<file path="config.mk">
export PLATFORM = sky130hd
export DESIGN_NAME = imgrot_xform
export DESIGN_NICKNAME = d
export VERILOG_FILES = /design/src/hw/rtl/imgrot_pkg.sv /design/src/hw/rtl/imgrot_xform.sv
export SDC_FILE = /design/constraint.sdc
export NUM_CORES = 2
export LEC_CHECK = 0
export ABC_AREA = 0
export CORE_MARGIN = 3
export CORE_UTILIZATION = 27
export DETAILED_ROUTE_END_ITERATION = 12
export DONT_BUFFER_PORTS = 1
export GPL_ROUTABILITY_DRIVEN = 0
export PLACE_DENSITY = 0.38
export SYNTH_ARGS = -nofsm -noshare
export SYNTH_HDL_FRONTEND = slang
export SYNTH_SLANG_ARGS = --single-unit
</file>
<file path="constraint.sdc">
create_clock -name i_clk -period 10.6 [get_ports i_clk]
set_input_delay 2.12 -clock i_clk [delete_from_list [all_inputs] [get_ports i_clk]]
set_output_delay 2.12 -clock i_clk [all_outputs]
set_load 0.02 [all_outputs]
</file>
<file path="src/hw/rtl/imgrot_pkg.sv">
package imgrot_pkg;

    localparam int DEF_MAX_WIDTH  = 128;
    localparam int DEF_MAX_HEIGHT = 128;
    localparam int DEF_FRAC_BITS  = 14;

    localparam int COORD_W    = 7;
    localparam int DIM_W      = 8;
    localparam int HALF_W     = 7;
    localparam int OFS_W      = 9;
    localparam int TRIG_W     = 16;
    localparam int PROD_W     = 25;
    localparam int SUM_W      = 26;
    localparam int PIX_W      = 32;
    localparam int CFG_IDX_W  = 3;
    localparam int CFG_DATA_W = 32;

    localparam logic [CFG_IDX_W-1:0] CFG_IMAGE_WIDTH  = 3'd0;
    localparam logic [CFG_IDX_W-1:0] CFG_IMAGE_HEIGHT = 3'd1;
    localparam logic [CFG_IDX_W-1:0] CFG_COS_Q        = 3'd2;
    localparam logic [CFG_IDX_W-1:0] CFG_SIN_Q        = 3'd3;
    localparam logic [CFG_IDX_W-1:0] CFG_BG_COLOR     = 3'd4;

    localparam logic [DIM_W-1:0]  RST_IMAGE_WIDTH  = 8'd128;
    localparam logic [DIM_W-1:0]  RST_IMAGE_HEIGHT = 8'd128;
    localparam logic [TRIG_W-1:0] RST_COS_Q        = 16'd16384;
    localparam logic [TRIG_W-1:0] RST_SIN_Q        = 16'd0;
    localparam logic [PIX_W-1:0]  RST_BG_COLOR     = 32'h00A0_9600;

    localparam logic OP_WRITE = 1'b0;
    localparam logic OP_READ  = 1'b1;

    typedef struct packed {
        logic [DIM_W-1:0]         w;
        logic [DIM_W-1:0]         h;
        logic [HALF_W-1:0]        half_w;
        logic [HALF_W-1:0]        half_h;
        logic signed [TRIG_W-1:0] cos_q;
        logic signed [TRIG_W-1:0] sin_q;
        logic [PIX_W-1:0]         bg_color;
    } t_cfg;

    typedef struct packed {
        logic valid;
        logic rd;
        logic wr_ok;
        logic in_img;
    } t_req_ctl;

endpackage

</file>
<file path="src/hw/rtl/imgrot_xform.sv">
module imgrot_xform
    import imgrot_pkg::*;
#(
    parameter int MAX_WIDTH  = DEF_MAX_WIDTH,
    parameter int MAX_HEIGHT = DEF_MAX_HEIGHT,
    parameter int FRAC_BITS  = DEF_FRAC_BITS,
    localparam int AW = $clog2(MAX_WIDTH * MAX_HEIGHT)
) (
    input  logic               i_clk,
    input  logic               i_rst_n,
    input  logic               i_valid,
    output logic               o_ready,
    input  logic               i_opcode,
    input  logic [COORD_W-1:0] i_col,
    input  logic [COORD_W-1:0] i_row,
    input  logic [PIX_W-1:0]   i_pixel_in,
    input  t_cfg               i_cfg,
    output t_req_ctl           o_req,
    input  logic               i_req_ready,
    output logic [AW-1:0]      o_addr,
    output logic [PIX_W-1:0]   o_wdata
);

    localparam int NS = 6;
    localparam int XW = SUM_W + 1;
    localparam logic signed [SUM_W-1:0] BIAS   = SUM_W'((1 << FRAC_BITS) - 1);
    localparam logic signed [SUM_W-1:0] ZERO_S = '0;

    logic [NS:1]            r_v;
    logic [NS+1:1]          rdy;
    logic                   r_op    [NS:1];
    logic                   r_wok   [NS:1];
    logic [PIX_W-1:0]       r_wdata [NS:1];
    logic [AW-1:0]          r_waddr [NS-1:1];

    logic signed [OFS_W-1:0]  r_x1, r_y1, n_x1, n_y1;
    logic                     n_wok1;
    logic [AW-1:0]            n_waddr1;
    logic signed [PROD_W-1:0] r_cx2, r_sy2, r_sx2, r_cy2;
    logic signed [PROD_W-1:0] n_cx2, n_sy2, n_sx2, n_cy2;
    logic signed [SUM_W-1:0]  r_u3, r_v3, n_u3, n_v3;
    logic signed [SUM_W-1:0]  n_bu, n_bv;
    logic signed [SUM_W-1:0]  r_tu4, r_tv4, n_tu4, n_tv4;
    logic signed [XW-1:0]     r_sx5, r_sy5, n_sx5, n_sy5;
    logic                     r_in6, n_in6;
    logic [AW-1:0]            r_addr6, n_addr6, n_raddr6;

    always_comb begin
        rdy[NS+1] = i_req_ready;
        for (int k = NS; k >= 1; k--) begin
            rdy[k] = !r_v[k] || rdy[k+1];
        end
    end

    assign o_ready = rdy[1];

    always_comb begin
        n_x1     = $signed({2'b00, i_col}) - $signed({2'b00, i_cfg.half_w});
        n_y1     = $signed({2'b00, i_cfg.half_h}) - $signed({2'b00, i_row});
        n_wok1   = (int'(i_col) < MAX_WIDTH) && (int'(i_row) < MAX_HEIGHT);
        n_waddr1 = AW'(i_row) * AW'(MAX_WIDTH) + AW'(i_col);

        n_cx2 = PROD_W'(r_x1) * PROD_W'(i_cfg.cos_q);
        n_sy2 = PROD_W'(r_y1) * PROD_W'(i_cfg.sin_q);
        n_sx2 = PROD_W'(r_x1) * PROD_W'(i_cfg.sin_q);
        n_cy2 = PROD_W'(r_y1) * PROD_W'(i_cfg.cos_q);

        n_u3 = SUM_W'(r_cx2) - SUM_W'(r_sy2);
        n_v3 = SUM_W'(r_sx2) + SUM_W'(r_cy2);

        // Adding the bias to negative values makes the arithmetic shift round toward zero.
        n_bu  = r_u3 + (r_u3[SUM_W-1] ? BIAS : ZERO_S);
        n_bv  = r_v3 + (r_v3[SUM_W-1] ? BIAS : ZERO_S);
        n_tu4 = n_bu >>> FRAC_BITS;
        n_tv4 = n_bv >>> FRAC_BITS;

        n_sx5 = XW'(r_tu4) + XW'($signed({1'b0, i_cfg.half_w}));
        n_sy5 = XW'($signed({1'b0, i_cfg.half_h})) - XW'(r_tv4);

        n_in6 = !r_sx5[XW-1] && (r_sx5 < $signed(XW'(i_cfg.w)))
             && !r_sy5[XW-1] && (r_sy5 < $signed(XW'(i_cfg.h)));
        n_raddr6 = AW'($unsigned(r_sy5)) * AW'(MAX_WIDTH) + AW'($unsigned(r_sx5));
        n_addr6  = (r_op[NS-1] == OP_READ) ? n_raddr6 : r_waddr[NS-1];
    end

    always_ff @(posedge i_clk) begin
        if (!i_rst_n) begin
            r_v <= '0;
        end else begin
            if (rdy[1]) begin
                r_v[1] <= i_valid;
            end
            for (int k = 2; k <= NS; k++) begin
                if (rdy[k]) begin
                    r_v[k] <= r_v[k-1];
                end
            end
        end
    end

    always_ff @(posedge i_clk) begin
        if (rdy[1]) begin
            r_op[1]    <= i_opcode;
            r_wok[1]   <= n_wok1;
            r_wdata[1] <= i_pixel_in;
            r_waddr[1] <= n_waddr1;
            r_x1       <= n_x1;
            r_y1       <= n_y1;
        end
        for (int k = 2; k <= NS; k++) begin
            if (rdy[k]) begin
                r_op[k]    <= r_op[k-1];
                r_wok[k]   <= r_wok[k-1];
                r_wdata[k] <= r_wdata[k-1];
            end
        end
        for (int k = 2; k <= NS - 1; k++) begin
            if (rdy[k]) begin
                r_waddr[k] <= r_waddr[k-1];
            end
        end
        if (rdy[2]) begin
            r_cx2 <= n_cx2;
            r_sy2 <= n_sy2;
            r_sx2 <= n_sx2;
            r_cy2 <= n_cy2;
        end
        if (rdy[3]) begin
            r_u3 <= n_u3;
            r_v3 <= n_v3;
        end
        if (rdy[4]) begin
            r_tu4 <= n_tu4;
            r_tv4 <= n_tv4;
        end
        if (rdy[5]) begin
            r_sx5 <= n_sx5;
            r_sy5 <= n_sy5;
        end
        if (rdy[6]) begin
            r_in6   <= n_in6;
            r_addr6 <= n_addr6;
        end
    end

    always_comb begin
        o_req.valid  = r_v[NS];
        o_req.rd     = (r_op[NS] == OP_READ);
        o_req.wr_ok  = r_wok[NS];
        o_req.in_img = r_in6;
    end

    assign o_addr  = r_addr6;
    assign o_wdata = r_wdata[NS];

endmodule

</file>
==> metrics.md <==
| Metric | Value |
|---|---|
| Outcome | `finished, final reports clean` |
| Initial cell density of the core | `27.4%` |
| H-tree depth | `2` |
| Cell Rows | `138` |
| Initial antenna violation count | `7` |
| Setup ws final | `4400 ps` |
| RSZ-0062 raised after global routing | `no` |
| Top cells by count, synth | `inv_1, edfxtp_1, fa_1, and2_1, ha_1` |
| Yosys Warn Count | `0` |
| Synth cell types | `65` |
| Worst path slowest cell | `fa_1` |
| Number of global-route vias before repair | `23.9k` |
| Crit-path cells | `and2_1, fa_1, fa_1, fa_1, inv_1, fa_1, inv_1, ha_1, a21o_1, a21oi_1, o21bai_1, a311o_1, a31oi_1, o21ai_1, a21oi_1, xnor2_1` |
| Die area | `149000 µm²` |
| Max FO, Critical Path | `16` |
| Largest family of logic cells by synthesized area | `adder cells` |
| Adder-Cell Fraction of Synth Area | `31.2%` |
| # DRC | `0` |
| Worst R2R Start | `r_x1[7]` |
| Total track usage | `13.0%` |
| Critical Path RT | `10970 ps` |
| Count leader, synth | `inv_1` |
| Syn Inst Count | `3403` |
| R2R setup slack | `4560 ps` |
| Filler cells | `14.7k` |
| Worst rel slew slack | `38.5%` |
| Most used cell, CP | `fa_1` |
| Storage cell area | `15200 µm²` |
| Final Cycle Share | `58.5%` |
| Register area share after synthesis | `39.0%` |
| Area delta synth->final | `10.2%` |
| DP Worst Slack | `3720 ps` |
| Mapped Nets | `4269` |
| Post-CTS setup buffer count | `0` |
| Core area | `142000 µm²` |
| First-pass GRT wire length | `148000 µm` |
| Hold depth | `0` |
| Cells on worst reg2reg path | `19` |
| Max clock buf depth | `3` |
| Hold Crit Start | `r_waddr[0][30]` |
| Total Neg Setup Slack | `0 ps` |
| HPWL Detailed | `71900 µm` |
| CP peak stage delay | `550 ps` |
| Yosys reg bits | `509` |
| Post-route insts no fill | `5308` |
| Largest cells by area after synthesis | `edfxtp_1, fa_1, ha_1` |
| Routed Antenna Nets | `0` |
| Final Hold Viols | `0` |
| Final WL | `95300 µm` |
| Post-synthesis simple-gate area fraction | `10.9%` |
| Asr flop ratio synth | `0%` |
| Post-route clock skew | `32.0 ps` |
| Slew @ Worst Pin | `922 ps` |
| Die X | `386 µm` |
| Post-CTS Hold Buffers | `0` |
| Critical setup path kind | `input pin to flip-flop` |
| Compound-Gate Fraction of Synth Area | `6.56%` |
| CP delay by family, top | `adder cells` |
| Layout cells sized above 1 | `4.07%` |
| Vias per std cell | `4.28` |
| Post-CTS Resized | `0` |
| Post-layout net count | `4234` |
| IO Count | `196` |
| Worst-Skew Late Latency | `650 ps` |
| CTS root buffer | `clkbuf_16` |
| XOR/XNOR Fraction of Synth Area | `4.13%` |
| CP Capture Type | `flip-flop` |
| Clock period minus worst slack | `6200 ps` |
| Routed via count | `22.7k` |
| DP Cell Count | `5198` |
| Critical path data arrival time | `6570 ps` |
| CTS tree | `done` |
| Largest net degree at the start of global routing | `66` |
| Gr ovfl total | `0` |
| Setup-failing EPs final | `0` |
| Initial DRC Count | `971` |
| CP Depth | `16` |
| Syn_area_per_cell | `11.5 µm²` |
| CP Launch Type | `input pin` |
| Crit path buf inv count | `2` |
| Worst Hold End | `r_waddr[0][44]` |
| DR pass1 iterations | `5` |
| CTS sink cnt | `509` |
| Clock transition at path regs | `60 ps` |
| DR WL/cell | `18.0 µm` |
| Fmax | `0.161 GHz` |
| Height of the die | `386 µm` |
| Multiplexer share of the synthesized area | `0.372%` |
| Total of max-cap violations | `0` |
| Port Buffers | `0` |
| Mapped cell area | `39000 µm²` |
| TritonCTS buffer count | `58` |
| Synth Flop Type | `edfxtp_1` |
| Tightest Hold Check Type | `flip-flop to flip-flop` |
| Number of synthesized flops with an enable pin | `502` |
| Post-synth top area cell | `edfxtp_1` |
| Reg2reg end | `r_cx2[23]` |
| Final Slew Violations | `0` |
| Multi-input gate area | `20800 µm²` |
| Synth top area share | `38.7%` |
==> cell usage in the layout, fill, tap and decap left out, drive strengths merged, types with 5 or more instances in the layout <==
cell type	n
and4	6
dfxtp	7
o211ai	13
nor4	5
fa	419
a21o	67
nor2b	29
a31oi	9
nand3	25
clkinv	31
diode	5
and3	10
clkbuf	65
nor3	13
or2	6
mux2	12
xnor2	137
xor2	47
o21ai	85
edfxtp	502
a21boi	7
nand2b	38
nand4	15
ha	302
bufinv	8
a21oi	128
and2	351
o21a	27
o21bai	12
buf	26
nor2	131
inv	649
nand2	165
a211oi	11
==> state kept, by name (all words and copies together) (netlist names), 8 cells and up <==
register and count:
r_tv4 12, r_tu4 12, r_sx2 24, r_cy2 24, r_sy5 13, r_u3 26
r_v3 26, r_y1 8, o_addr 14, r_sx5 13, r_x1 8, r_cx2 24
r_wdata 192, r_waddr 70, r_sy2 24
==> routing by layer <==
metal / wire length [µm] / track usage (%)
met1: 47000 / 18.7
met4: 1310 / 2.24
met5: 0 / 0
met2: 43100 / 20.8
met3: 3940 / 2.12
==> area by class of cell <==
cell class	instances	share of cell area, %
Multi-Input combinational cell	2124	48.4
Sequential cell	509	35.4
Inverter	649	5.68
Tap cell	1890	5.50
Clock buffer	65	3.49
Clock inverter	40	1.08
Timing Repair Buffer	26	0.454
Antenna cell	5	0.0291
==> how the worst max path moves through the flow <==
| stage | startpoint | end | slack [ps] |
|---|---|---|---|
| after CTS | i_cfg[41] | r_sx2[23] | 4420 |
| final | i_cfg[39] | r_sx2[23] | 4400 |
| after floorplan | i_cfg[43] | r_sx2[23] | 3970 |
| after detailed placement | i_cfg[41] | r_sx2[23] | 3720 |
| after global routing | i_cfg[39] | r_sx2[23] | 4200 |
| after global placement | i_cfg[41] | r_sx2[23] | 3720 |
==> stage by stage <==
stage	hold slack, ps	area [µm²]	util, %
6_report	404	43000	30.2
5_1_grt	409	42900	30.2
4_1_cts	405	42900	30.2
3_5_place_dp	405	41000	28.8
3_3_place_gp	400	41000	28.8
2_1_floorplan	400	39000	-
==> cells by family (layout without fill, tap and decap cells) <==
| kind of cell | count (synthesis) | count (layout) |
|---|---|---|
| AND/OR/NAND/NOR | 803 | 803 |
| flip-flops | 509 | 509 |
| other | 0 | 5 |
| adder cells (fa/ha/maj) | 721 | 721 |
| buffers and inverters | 770 | 780 |
| multiplexers | 13 | 13 |
| XOR/XNOR | 184 | 184 |
| AO/OA/AOI/OAI | 403 | 403 |
Power is left out: the tool's default activity adds up to more than one toggle a clock period on the data nets, which glitch-free logic cannot reach.
