===== config.mk =====
export PLATFORM = sky130hd
export DESIGN_NAME = imgrot_cfg
export DESIGN_NICKNAME = d
export VERILOG_FILES = /design/src/hw/rtl/imgrot_pkg.sv /design/src/hw/rtl/imgrot_cfg.sv
export SDC_FILE = /design/constraint.sdc
export NUM_CORES = 1
export LEC_CHECK = 0
export BUFFER_PORTS_ARGS = -buffer_cell sky130_fd_sc_hd__clkbuf_2
export CAP_MARGIN = 25
export CORE_ASPECT_RATIO = 0.6
export CORE_MARGIN = 2
export CORE_UTILIZATION = 48
export DETAILED_ROUTE_END_ITERATION = 6
export PLACE_DENSITY = 0.79
export SLEW_MARGIN = 30
export SYNTH_ARGS = -nofsm -noshare
export SYNTH_HDL_FRONTEND = slang
export SYNTH_SLANG_ARGS = --single-unit

===== constraint.sdc =====
create_clock -name i_clk -period 1.4 [get_ports i_clk]
set_input_delay 0.14 -clock i_clk [delete_from_list [all_inputs] [get_ports i_clk]]
set_output_delay 0.14 -clock i_clk [all_outputs]
set_load 0.03 [all_outputs]

===== src/hw/rtl/imgrot_pkg.sv =====
package imgrot_pkg;

    localparam int DEF_MAX_WIDTH  = 128;
    localparam int DEF_MAX_HEIGHT = 128;
    localparam int DEF_FRAC_BITS  = 14;

    localparam int COORD_W    = 7;
    localparam int DIM_W      = 8;
    localparam int HALF_W     = 7;
    localparam int OFS_W      = 9;
    localparam int TRIG_W     = 16;
    localparam int PROD_W     = 25;
    localparam int SUM_W      = 26;
    localparam int PIX_W      = 32;
    localparam int CFG_IDX_W  = 3;
    localparam int CFG_DATA_W = 32;

    localparam logic [CFG_IDX_W-1:0] CFG_IMAGE_WIDTH  = 3'd0;
    localparam logic [CFG_IDX_W-1:0] CFG_IMAGE_HEIGHT = 3'd1;
    localparam logic [CFG_IDX_W-1:0] CFG_COS_Q        = 3'd2;
    localparam logic [CFG_IDX_W-1:0] CFG_SIN_Q        = 3'd3;
    localparam logic [CFG_IDX_W-1:0] CFG_BG_COLOR     = 3'd4;

    localparam logic [DIM_W-1:0]  RST_IMAGE_WIDTH  = 8'd128;
    localparam logic [DIM_W-1:0]  RST_IMAGE_HEIGHT = 8'd128;
    localparam logic [TRIG_W-1:0] RST_COS_Q        = 16'd16384;
    localparam logic [TRIG_W-1:0] RST_SIN_Q        = 16'd0;
    localparam logic [PIX_W-1:0]  RST_BG_COLOR     = 32'h00A0_9600;

    localparam logic OP_WRITE = 1'b0;
    localparam logic OP_READ  = 1'b1;

    typedef struct packed {
        logic [DIM_W-1:0]         w;
        logic [DIM_W-1:0]         h;
        logic [HALF_W-1:0]        half_w;
        logic [HALF_W-1:0]        half_h;
        logic signed [TRIG_W-1:0] cos_q;
        logic signed [TRIG_W-1:0] sin_q;
        logic [PIX_W-1:0]         bg_color;
    } t_cfg;

    typedef struct packed {
        logic valid;
        logic rd;
        logic wr_ok;
        logic in_img;
    } t_req_ctl;

endpackage


===== src/hw/rtl/imgrot_cfg.sv =====
module imgrot_cfg
    import imgrot_pkg::*;
#(
    parameter int MAX_WIDTH  = DEF_MAX_WIDTH,
    parameter int MAX_HEIGHT = DEF_MAX_HEIGHT
) (
    input  logic                  i_clk,
    input  logic                  i_rst_n,
    input  logic                  i_wr_en,
    input  logic [CFG_IDX_W-1:0]  i_index,
    input  logic [CFG_DATA_W-1:0] i_data,
    output t_cfg                  o_cfg
);

    logic [DIM_W-1:0]  r_image_width;
    logic [DIM_W-1:0]  r_image_height;
    logic [TRIG_W-1:0] r_cos_q;
    logic [TRIG_W-1:0] r_sin_q;
    logic [PIX_W-1:0]  r_bg_color;
    logic [DIM_W-1:0]  eff_w;
    logic [DIM_W-1:0]  eff_h;

    function automatic logic [DIM_W-1:0] eff_dim(input logic [DIM_W-1:0] r, input int maxv);
        logic [DIM_W-1:0] d;
        if (r == '0) begin
            d = DIM_W'(1);
        end else if (int'(r) > maxv) begin
            d = DIM_W'(maxv);
        end else begin
            d = r;
        end
        return d;
    endfunction

    always_ff @(posedge i_clk) begin
        if (!i_rst_n) begin
            r_image_width  <= RST_IMAGE_WIDTH;
            r_image_height <= RST_IMAGE_HEIGHT;
            r_cos_q        <= RST_COS_Q;
            r_sin_q        <= RST_SIN_Q;
            r_bg_color     <= RST_BG_COLOR;
        end else if (i_wr_en) begin
            unique case (i_index)
                CFG_IMAGE_WIDTH:  r_image_width  <= i_data[DIM_W-1:0];
                CFG_IMAGE_HEIGHT: r_image_height <= i_data[DIM_W-1:0];
                CFG_COS_Q:        r_cos_q        <= i_data[TRIG_W-1:0];
                CFG_SIN_Q:        r_sin_q        <= i_data[TRIG_W-1:0];
                CFG_BG_COLOR:     r_bg_color     <= i_data[PIX_W-1:0];
                default: begin
                end
            endcase
        end
    end

    assign eff_w = eff_dim(r_image_width, MAX_WIDTH);
    assign eff_h = eff_dim(r_image_height, MAX_HEIGHT);

    always_comb begin
        o_cfg.w        = eff_w;
        o_cfg.h        = eff_h;
        o_cfg.half_w   = eff_w[DIM_W-1:1];
        o_cfg.half_h   = eff_h[DIM_W-1:1];
        o_cfg.cos_q    = $signed(r_cos_q);
        o_cfg.sin_q    = $signed(r_sin_q);
        o_cfg.bg_color = r_bg_color;
    end

endmodule


==> summary.md, run 1 <==
| Metric | Value |
|---|---|
| RR Startpoint | `r_image_height[7]$_SDFFE_PN1P_` |
| Clock-pin slew on the worst setup and hold paths | `around 0.06 ns` |
| Clk_skew | `0 ns` |
| Critical Path AT | `about 1.7 ns` |
| CP endpoint | `o_cfg[78]` |
| Final instance area | `roughly 4400 µm²` |
| Area of the mapped netlist | `roughly 3300 µm²` |
| Outcome | `finished, violations left` |
| CTS tree | `yes` |
| CTS buffer count | `9` |
| Max stage delay on crit path | `approximately 0.56 ns` |
| Max IR drop VDD | `~0.83 mV` |
| Fin crit share | `1.29` |
| Setup ws final | `-0.404 ns` |
| Starting density of the core | `0.494` |
| R2r setup slk | `between 0.5 and 0.6 ns` |
| Final net count | `between 400 and 500` |
| Share of the synthesized area in the top cell type | `0.485` |
| Port Buf Inserts | `around 130` |
| First-pass GRT wire length | `~12000 µm` |
| Synth Register Bits | `80` |
| Violated checks | `setup timing` |
| Routability cong. | `0.748` |
| Remaining DRCs | `0` |
| Share of layout cells above drive strength 1 | `0.382` |
| YS warnings | `0` |
| Ports | `about 130` |
| # setup viols final | `2` |
| Vias | `around 2.7k` |
| Global-route usage over all layers | `0.209` |
| Minimum clock period | `~1.8 ns` |
| Initial antenna violation count | `0` |
| CTS root buf | `clkbuf_16` |
| Critical Path Start Type | `register` |
| Vias/cell | `just under 5` |
| Core Area | `~6700 µm²` |
| RR Endpoint | `r_image_height[7]$_SDFFE_PN1P_` |
| Cells after Synth | `340` |
| DR WL/cell | `between 10 and 15 µm` |
| Vias in the first global route | `2498` |
| 1st-iter DRT viols | `~110` |
| Yosys top cell by area | `dfxtp_1` |
| Setup TNS | `-0.759 ns` |
| Die Span Y | `approximately 68 µm` |
| Die width | `111 µm` |
| Post-synth cell types | `17` |
| RSZ-0062 raised after global routing | `true` |
| WS Path Type | `register to primary output` |
| Synthesized net count | `between 300 and 400` |
| DRT antenna net count | `0` |
| Crit-path cells | `or4_4 -> o41ai_4 -> clkbuf_8` |
| Slowest CP cell | `or4_4` |
| Static leakage | `about 2.1 nW` |
| Fin. max-slew vios | `0` |
| Max Root-Sink Buffers | `2` |
| Remaining Overflow, GRT | `0` |
| H-tree depth | `3` |
| DP Wirelength | `between 5000 and 6000 µm` |
| Post-CTS setup buffer count | `0` |
| Final Hold Fails | `0` |
| Clk sinks | `80` |
| Routed WL | `between 7000 and 8000 µm` |
| Max Freq | `0.554 GHz` |
| Min Hold Slack | `approximately 0.034 ns` |
| Clk Latency, worst-skew pair | `about 0.33 ns` |
| # diodes | `0` |
| Die ar. | `roughly 7600 µm²` |
| Syn Area/Cell | `~9.7 µm²` |
| Row cnt | `23` |
| Path type of the worst min-delay path | `input port to register` |
| Critical Path Fanout Max | `2` |
| Area growth, synth to finish | `34.5%` |
| Max Cap Viol | `0` |
| Crit path required time | `~1.3 ns` |
| Largest net degree at the start of global routing | `34` |
| Max_slew headroom | `0.769` |
| Power per standard cell area | `roughly 1100 nW/µm²` |
| Drt first pass iters | `4` |
| Placed inst area | `around 4000 µm²` |
| Slew at the pin closest to its max-slew limit | `approximately 0.35 ns` |
| Synth area leaders | `dfxtp_1, mux2i_1, nand2_1` |
| Sequential share of the synthesized area | `0.485` |
| CP startpoint | `r_image_height[1]$_SDFFE_PN0P_` |
| Path depth of the worst reg2reg path | `3` |
| Worst setup EP type | `primary output` |
what timing repair did:
action                                  CTS  global route
endpoints found under the setup margin   18            16
hold buffers                              0             0
gates cloned                              0             0
resized for setup                        14            38
cell type report:
type / instances / area [µm²]
Tap cell: 87 / 109
Fill cell: 553 / 2240
Sequential cell: 80 / 1610
Clock inverter: 1 / 8.76
Timing Repair Buffer: 149 / 902
Clock buffer: 15 / 288
Multi-Input combinational cell: 221 / 1520
kinds of logic after synthesis:
kind of cell,count (synthesis),share of synthesized area
compound gates,2,0.00531
buf+inv,39,0.0705
flops,80,0.485
mux,80,0.243
simple gates,139,0.196
synthesized netlist by cell type:
cell type and number:
clkbuf_1 9, nand4bb_1 1, buf_6 1, buf_2 6
nor2b_1 29, nand2_1 101, buf_1 4, or4b_4 1
and4bb_1 1, nand2b_1 2, and4bb_2 1, or4_1 2
nand4b_1 1, mux2i_1 80, o41ai_1 2, buf_4 19
dfxtp_1 80
through the flow:
stage,utilization,total power [mW],setup slack [ns],instances
after floorplan,-,2.69,-0.0387,340
after global placement,0.608,2.84,-0.102,537
after detailed placement,0.608,2.85,-0.133,537
after CTS,0.659,5.11,-0.417,553
after global routing,0.665,5.25,-0.472,553
final,0.665,5.06,-0.404,553
how the worst min path moves through the flow:
stage                          start                          end  slack (ns)  cells after the start
after CTS                 i_data[20]  r_bg_color[20]$_SDFFE_PN0P_        0.03                      3
final                     i_data[20]  r_bg_color[20]$_SDFFE_PN0P_        0.03                      3
after global routing      i_data[20]  r_bg_color[20]$_SDFFE_PN0P_        0.03                      3
after detailed placement  i_data[20]  r_bg_color[20]$_SDFFE_PN0P_        0.38                      3
after floorplan           i_data[27]  r_bg_color[27]$_SDFFE_PN0P_        0.28                      2
after global placement    i_data[31]  r_bg_color[31]$_SDFFE_PN0P_        0.37                      3
state kept, by name, summed over array words and instances, names as in the netlist:
signal and flops:
r_bg_color 32, r_cos_q 16, r_sin_q 16, r_image_height 8, r_image_width 8
routing by layer:
layer | routed length (µm) | track usage
met1 | 3620 | 0.255
met2 | 3530 | 0.337
met3 | 639 | 0.100
met4 | 82 | 0.0602
met5 | 0 | 0
power by group:
group | switching (mW) | internal [mW] | leakage, nW
Combinational | 0.274 | 0.176 | 1.32
Clock | 0.849 | 1.40 | 0.146
Sequential | 0.0320 | 2.33 | 0.648
Total | 1.15 | 3.90 | 2.11
placed cells by master, fill, tap and decap left out:
cell / count
clkbuf_4: 3
clkbuf_2: 112
clkbuf_16: 9
nand2_1: 101
nand4bb_1: 1
dfxtp_2: 4
dfxtp_1: 76
nor2b_1: 24
clkinv_4: 1
or4b_4: 1
or4_4: 2
mux2i_1: 80
buf_12: 4
and4bb_1: 1
o41ai_4: 2
clkbuf_1: 2
nor2b_2: 5
and4bb_2: 1
buf_4: 25
nand2b_1: 2
buf_2: 2
nand4b_1: 1
clkbuf_8: 7
worst max-delay path, delay by kind of cell, from the launching register on:
kind	cells	cell delay, ns
buf+inv	1	0.22
flops	1	0.32
compound gates	1	0.24
simple gates	1	0.56
Power figures use the tool's default switching activity.
==> run 2, diff against run 1 <==
==> constraint.sdc (replaced) <==
create_clock -name i_clk -period 1.4 [get_ports i_clk]
set_input_delay 0 -clock i_clk [delete_from_list [all_inputs] [get_ports i_clk]]
set_output_delay 0 -clock i_clk [all_outputs]
set_load 0.03 [all_outputs]
==> run 2 against run 1 <==
  * The flow still finishes with violations (setup timing)
  * Core utilization is 2.3 points higher
  * First-iteration DRC count stayed put
  * Die area stayed put
  * Final cell count is 2.7% higher
  * Hold slack worse by 0.0084 ns
  * Total power is 6.5% higher
  * Clock-buffer cell count is 4 lower
  * Via count is 1.1% higher
  * Sequential cell count stayed put
  * Fmax is 8.2% higher
  * Combinational power is 9.6% higher
==> summary.md, run 2 (same netlist as run 1, synthesis figures left out) <==
| Metric | Value |
|---|---|
| DR WL/cell | `13.8 µm (was 14.2 µm)` |
| Reg area | `1600 µm² (was 1610 µm²)` |
| Final net count | `514 (was 499)` |
| Share of layout cells above drive strength 1 | `0.339 (was 0.382)` |
| Minimum clock period | `1.67 ns (was 1.80 ns)` |
| CTS tree | `yes (unchanged)` |
| Max Cap Viol | `0 (unchanged)` |
| Dpl ws | `0.0357 ns (was -0.133 ns)` |
| Top Family by Delay on Critical Path | `simple AND/OR/NAND/NOR gates (unchanged)` |
| Dpl cells | `527 (was 537)` |
| Max stage delay on crit path | `0.55 ns (was 0.56 ns)` |
| Clock power share | `0.470 (was 0.444)` |
| CTS root buf | `clkbuf_16 (unchanged)` |
| Initial antenna violation count | `0 (unchanged)` |
| Outcome | `finished, violations left (unchanged)` |
| Power per standard cell area | `1170 nW/µm² (was 1140 nW/µm²)` |
| DP Wirelength | `5320 µm (was 5710 µm)` |
| Area of the multi-input gates | `1510 µm² (was 1520 µm²)` |
| Max_slew headroom | `0.715 (was 0.769)` |
| P_int | `4.20 mW (was 3.90 mW)` |
| Critical Path Fanout Max | `3 (was 2)` |
| Sw frac | `0.221 (was 0.228)` |
| Worst setup EP type | `primary output (unchanged)` |
| Fin. max-slew vios | `0 (unchanged)` |
| Fill cells | `529 (was 553)` |
| Max reg flops | `32 (unchanged)` |
| Die ar. | `7570 µm² (unchanged)` |
| Die width | `111 µm (unchanged)` |
| Crit-path cells | `or4_4 -> o41ai_4 -> clkbuf_8 (unchanged)` |
| Most frequent cells in the layout | `clkbuf_2, nand2_1, mux2i_1, dfxtp_1, nor2b_1 (was clkbuf_2, nand2_1, mux2i_1, dfxtp_1, buf_4)` |
| Clk Latency, worst-skew pair | `0.33 ns (about the same)` |
| Vias in the first global route | `2633 (was 2498)` |
| Routability cong. | `0.797 (was 0.748)` |
| Power share of the combinational group | `0.091 (was 0.089)` |
| Setup ws final | `-0.268 ns (was -0.404 ns)` |
| Violated checks | `setup timing (unchanged)` |
| Ports | `132 (unchanged)` |
| Min Hold Slack | `0.0260 ns (was 0.0344 ns)` |
| Static leakage | `2.17 nW (was 2.11 nW)` |
| Bufs and invs on worst path | `1 (unchanged)` |
| Fin crit share | `1.19 (was 1.29)` |
| Slowest CP cell | `or4_4 (unchanged)` |
| DRT antenna net count | `0 (unchanged)` |
| Remaining Overflow, GRT | `0 (unchanged)` |
| Clk_skew | `0 ns (unchanged)` |
| Largest net degree at the start of global routing | `47 (was 34)` |
| Leading cell type in the layout, fill and taps excluded | `clkbuf_2 (unchanged)` |
| # setup viols final | `2 (unchanged)` |
| Final Non-Filler Cells | `568 (was 553)` |
| Die Span Y | `68.2 µm (unchanged)` |
| Drt first pass iters | `4 (unchanged)` |
| Crit path required time | `1.40 ns (was 1.26 ns)` |
| NetSw | `1.19 mW (was 1.15 mW)` |
| WP depth | `3 (unchanged)` |
| Row cnt | `23 (unchanged)` |
| WS Path Type | `register to primary output (unchanged)` |
| Clk sinks | `80 (unchanged)` |
| Largest regs | `r_bg_color x32, r_cos_q x16, r_sin_q x16 (unchanged)` |
| Core Area | `6680 µm² (unchanged)` |
| H-tree depth | `3 (unchanged)` |
| Seq pwr share | `0.438 (was 0.467)` |
| Slew at the pin closest to its max-slew limit | `0.428 ns (was 0.347 ns)` |
| Max Freq | `0.599 GHz (was 0.554 GHz)` |
| Remaining DRCs | `0 (unchanged)` |
| RSZ-0062 raised after global routing | `true (unchanged)` |
| CTS buffer count | `9 (unchanged)` |
| Vias | `2724 (was 2694)` |
| 1st-iter DRT viols | `106 (unchanged)` |
| Global-route usage over all layers | `0.216 (was 0.209)` |
| Path depth of the worst reg2reg path | `2 (was 3)` |
| Hold depth | `3 (unchanged)` |
| Max Root-Sink Buffers | `2 (unchanged)` |
| # diodes | `0 (unchanged)` |
| Post-CTS setup buffer count | `0 (unchanged)` |
| First-pass GRT wire length | `12700 µm (was 12200 µm)` |
| Total power | `5.39 mW (was 5.06 mW)` |
| Clock-pin slew on the worst setup and hold paths | `0.06 ns (about the same)` |
| Path type of the worst min-delay path | `input port to register (unchanged)` |
| Port Buf Inserts | `131 (unchanged)` |
| Biggest register | `r_bg_color (unchanged)` |
| Area growth, synth to finish | `39.1% (was 34.5%)` |
| Critical Path Start Type | `register (unchanged)` |
| Final Hold Fails | `0 (unchanged)` |
| Critical Path AT | `1.67 ns (was 1.66 ns)` |
| Max IR drop VDD | `0.876 mV (was 0.826 mV)` |
| Starting density of the core | `0.494 (unchanged)` |
| Routed WL | `7850 µm (was 7870 µm)` |
| Vias/cell | `4.80 (was 4.87)` |
==> run 2: cell types whose count changed in the layout (fill, tap and decap cells not counted) <==
cell	delta
dlygate4sd3_1	+25
buf_4	-20
clkbuf_2	+16
nor2b_1	+5
nor2b_2	-5
clkbuf_4	-3
clkbuf_8	-3
buf_2	-2
bufinv_16	+2
clkbuf_1	-2
clkinv_2	+2
dfxtp_1	+2
dfxtp_2	-2
==> run 2: what timing repair did <==
action                     in CTS  in global routing
resized for setup               8                  0
hold buffers                   25                  0
hold endpoints to repair       45                  0
setup endpoints to repair       2                  2
==> run 2: final timing paths <==
check / from / end / slack (ns)
setup / recovery: r_image_height[1]$_SDFFE_PN0P_ / o_cfg[78] / -0.27
hold / removal: i_data[4] / r_image_height[4]$_SDFFE_PN0P_ / 0.03
setup reg to reg: r_image_height[7]$_SDFFE_PN1P_ / r_image_height[7]$_SDFFE_PN1P_ / 0.54
hold reg to reg: r_bg_color[31]$_SDFFE_PN0P_ / r_bg_color[31]$_SDFFE_PN0P_ / 0.45
==> run 2: metal layers <==
layer / GRT usage / wire length [µm] / vias up
met5: 0 / 0 / -
met1: 0.265 / 3630 / 1255
li1: - / - / 1372
met3: 0.0850 / 580 / 5
met4: 0.0756 / 55 / 0
met2: 0.354 / 3580 / 92
==> run 2: cell type report <==
class,count,share of cell area
Clock inverter,5,0.0172
Multi-Input combinational cell,221,0.329
Tap cell,87,0.0237
Clock buffer,11,0.0551
Sequential cell,80,0.349
Timing Repair Buffer,164,0.226
==> run 2: stage by stage <==
stage	utilization	instance area (µm²)	TNS [ns]
final	0.688	4590	-0.477
after floorplan	-	3340	0
after detailed placement	0.596	3980	0
after global placement	0.596	3980	0
after global routing	0.688	4590	-0.585
after CTS	0.688	4590	-0.495
==> run 2: worst register-to-register path, stage by stage, from the launching register on <==
cell     delay, ns
dfxtp_1       0.57
nor2b_1       0.09
mux2i_1       0.14
==> run 2: power by group through the flow <==
stage	registers, mW	logic [mW]	clock network (mW)
5_1_grt	2.37	0.533	2.68
6_report	2.36	0.493	2.54
4_1_cts	2.36	0.493	2.60
3_5_place_dp	2.41	0.432	0
3_3_place_gp	2.41	0.423	0
2_1_floorplan	2.48	0.202	0
==> run 3, diff against run 2 <==
- MAX_ROUTING_LAYER: default -> met4
==> run 3 against run 2 <==
  * The flow still finishes with violations (setup timing)
  * Clock power about the same
  * Total power about the same
  * Die area unchanged
  * Register-to-register slack about the same
  * Largest cell class unchanged
  * Highest routed layer unchanged
==> summary.md, run 3 (same netlist as run 1, synthesis figures left out) <==
| Metric | Value |
|---|---|
| Critical Path AT | `1.67 ns (about the same)` |
| Clk sinks | `80 (unchanged)` |
| Final instance area | `4590 µm² (unchanged)` |
| Max Root-Sink Buffers | `2 (unchanged)` |
| Remaining DRCs | `0 (unchanged)` |
| Die width | `111 µm (unchanged)` |
| Biggest register | `r_bg_color (unchanged)` |
| Initial antenna violation count | `0 (unchanged)` |
| Vias/cell | `4.80 (about the same)` |
| Area growth, synth to finish | `39.1% (unchanged)` |
| Max Freq | `0.600 GHz (was 0.599 GHz)` |
| Setup ws final | `-0.267 ns (was -0.268 ns)` |
| Final core occ | `0.688 (unchanged)` |
| First-pass GRT wire length | `12700 µm (unchanged)` |
| Clk Latency, worst-skew pair | `0.33 ns (about the same)` |
| Core Area | `6680 µm² (unchanged)` |
| CTS buffer count | `9 (unchanged)` |
| Critical Path Fanout Max | `3 (unchanged)` |
| Leading cell type in the layout, fill and taps excluded | `clkbuf_2 (unchanged)` |
| Total power | `5.39 mW (about the same)` |
| Largest net degree at the start of global routing | `47 (unchanged)` |
| Worst setup EP type | `primary output (unchanged)` |
| H-tree depth | `3 (unchanged)` |
| Routed WL | `7830 µm (was 7850 µm)` |
| Final Non-Filler Cells | `568 (unchanged)` |
| Dpl ws | `0.0357 ns (unchanged)` |
| Path type of the worst min-delay path | `input port to register (unchanged)` |
| Final net count | `514 (unchanged)` |
| Port Buf Inserts | `131 (unchanged)` |
| Clock-pin slew on the worst setup and hold paths | `0.06 ns (about the same)` |
| Starting density of the core | `0.494 (unchanged)` |
| Outcome | `finished, violations left (unchanged)` |
| Placed inst area | `3980 µm² (unchanged)` |
| CTS root buf | `clkbuf_16 (unchanged)` |
| Clk_skew | `0 ns (unchanged)` |
| WS Path Type | `register to primary output (unchanged)` |
| Remaining Overflow, GRT | `0 (unchanged)` |
| Routability cong. | `0.809 (was 0.797)` |
| # diodes | `0 (unchanged)` |
| Row cnt | `23 (unchanged)` |
| Share of layout cells above drive strength 1 | `0.339 (unchanged)` |
| Vias | `2727 (was 2724)` |
| # setup viols final | `2 (unchanged)` |
| Static leakage | `2.17 nW (unchanged)` |
| Fin crit share | `1.19 (about the same)` |
| Crit path required time | `1.40 ns (about the same)` |
| Largest regs | `r_bg_color x32, r_cos_q x16, r_sin_q x16 (unchanged)` |
| Setup TNS | `-0.476 ns (was -0.477 ns)` |
| Reg area | `1600 µm² (unchanged)` |
| Fill cells | `529 (unchanged)` |
| Fin. max-slew vios | `0 (unchanged)` |
| CTS tree | `yes (unchanged)` |
| RSZ-0062 raised after global routing | `true (unchanged)` |
| Most frequent cells in the layout | `clkbuf_2, nand2_1, mux2i_1, dfxtp_1, nor2b_1 (unchanged)` |
| Die Span Y | `68.2 µm (unchanged)` |
| Critical Path Start Type | `register (unchanged)` |
| Vias in the first global route | `2638 (was 2633)` |
| Max_slew headroom | `0.715 (unchanged)` |
| Violated checks | `setup timing (unchanged)` |
| 1st-iter DRT viols | `119 (was 106)` |
| Area of the multi-input gates | `1510 µm² (unchanged)` |
| Ports | `132 (unchanged)` |
| Die ar. | `7570 µm² (unchanged)` |
| Max IR drop VDD | `0.873 mV (was 0.876 mV)` |
| Post-CTS setup buffer count | `0 (unchanged)` |
| Final Hold Fails | `0 (unchanged)` |
| Drt first pass iters | `4 (unchanged)` |
| Slew at the pin closest to its max-slew limit | `0.428 ns (about the same)` |
| Max Cap Viol | `0 (unchanged)` |
| DR WL/cell | `13.8 µm (about the same)` |
| Dpl cells | `527 (unchanged)` |
| Max reg flops | `32 (unchanged)` |
| DP Wirelength | `5320 µm (unchanged)` |
| Power per standard cell area | `1170 nW/µm² (about the same)` |
| Minimum clock period | `1.67 ns (about the same)` |
| Min Hold Slack | `0.0276 ns (was 0.0260 ns)` |
| Global-route usage over all layers | `0.222 (was 0.216)` |
| DRT antenna net count | `0 (unchanged)` |
[run 3: critical path: stages, from the launching register on]
cell      delay [ns]
dfxtp_2         0.32
or4_4           0.55
o41ai_4         0.25
clkbuf_8        0.22
[run 3: per-layer routing]
layer,vias to the layer above,part of all wire,global-route usage
li1,1373,-,-
met1,1257,0.47,0.273
met2,92,0.45,0.354
met3,5,0.066,0.0709
met4,0,0.0068,0.0756
met5,-,0,-
[run 3: area by class of cell]
type,count,share of cell area
Clock inverter,5,0.0172
Multi-Input combinational cell,221,0.329
Clock buffer,11,0.0551
Sequential cell,80,0.349
Timing Repair Buffer,164,0.226
Tap cell,87,0.0237
[run 3: path summary, 6_finish.rpt]
path	startpoint	to	slack, ns	depth (start not counted)
max	r_image_height[1]$_SDFFE_PN0P_	o_cfg[78]	-0.27	3
min	i_data[4]	r_image_height[4]$_SDFFE_PN0P_	0.03	3
max reg2reg	r_image_height[7]$_SDFFE_PN1P_	r_image_height[7]$_SDFFE_PN1P_	0.54	2
min reg2reg	r_bg_color[31]$_SDFFE_PN0P_	r_bg_color[31]$_SDFFE_PN0P_	0.45	2
[run 3: report_power, final]
group | switching, mW | internal, mW | total (mW) | leakage (nW)
Sequential | 0.0338 | 2.33 | 2.36 | 0.649
Combinational | 0.278 | 0.215 | 0.493 | 1.36
Clock | 0.882 | 1.65 | 2.54 | 0.165
Total | 1.19 | 4.20 | 5.39 | 2.17
[run 3: repair_timing]
action,CTS,global route
endpoints found under the setup margin,2,2
pin swaps,0,0
resized for setup,8,0
endpoints found under the hold margin,45,0
hold buffers,25,0
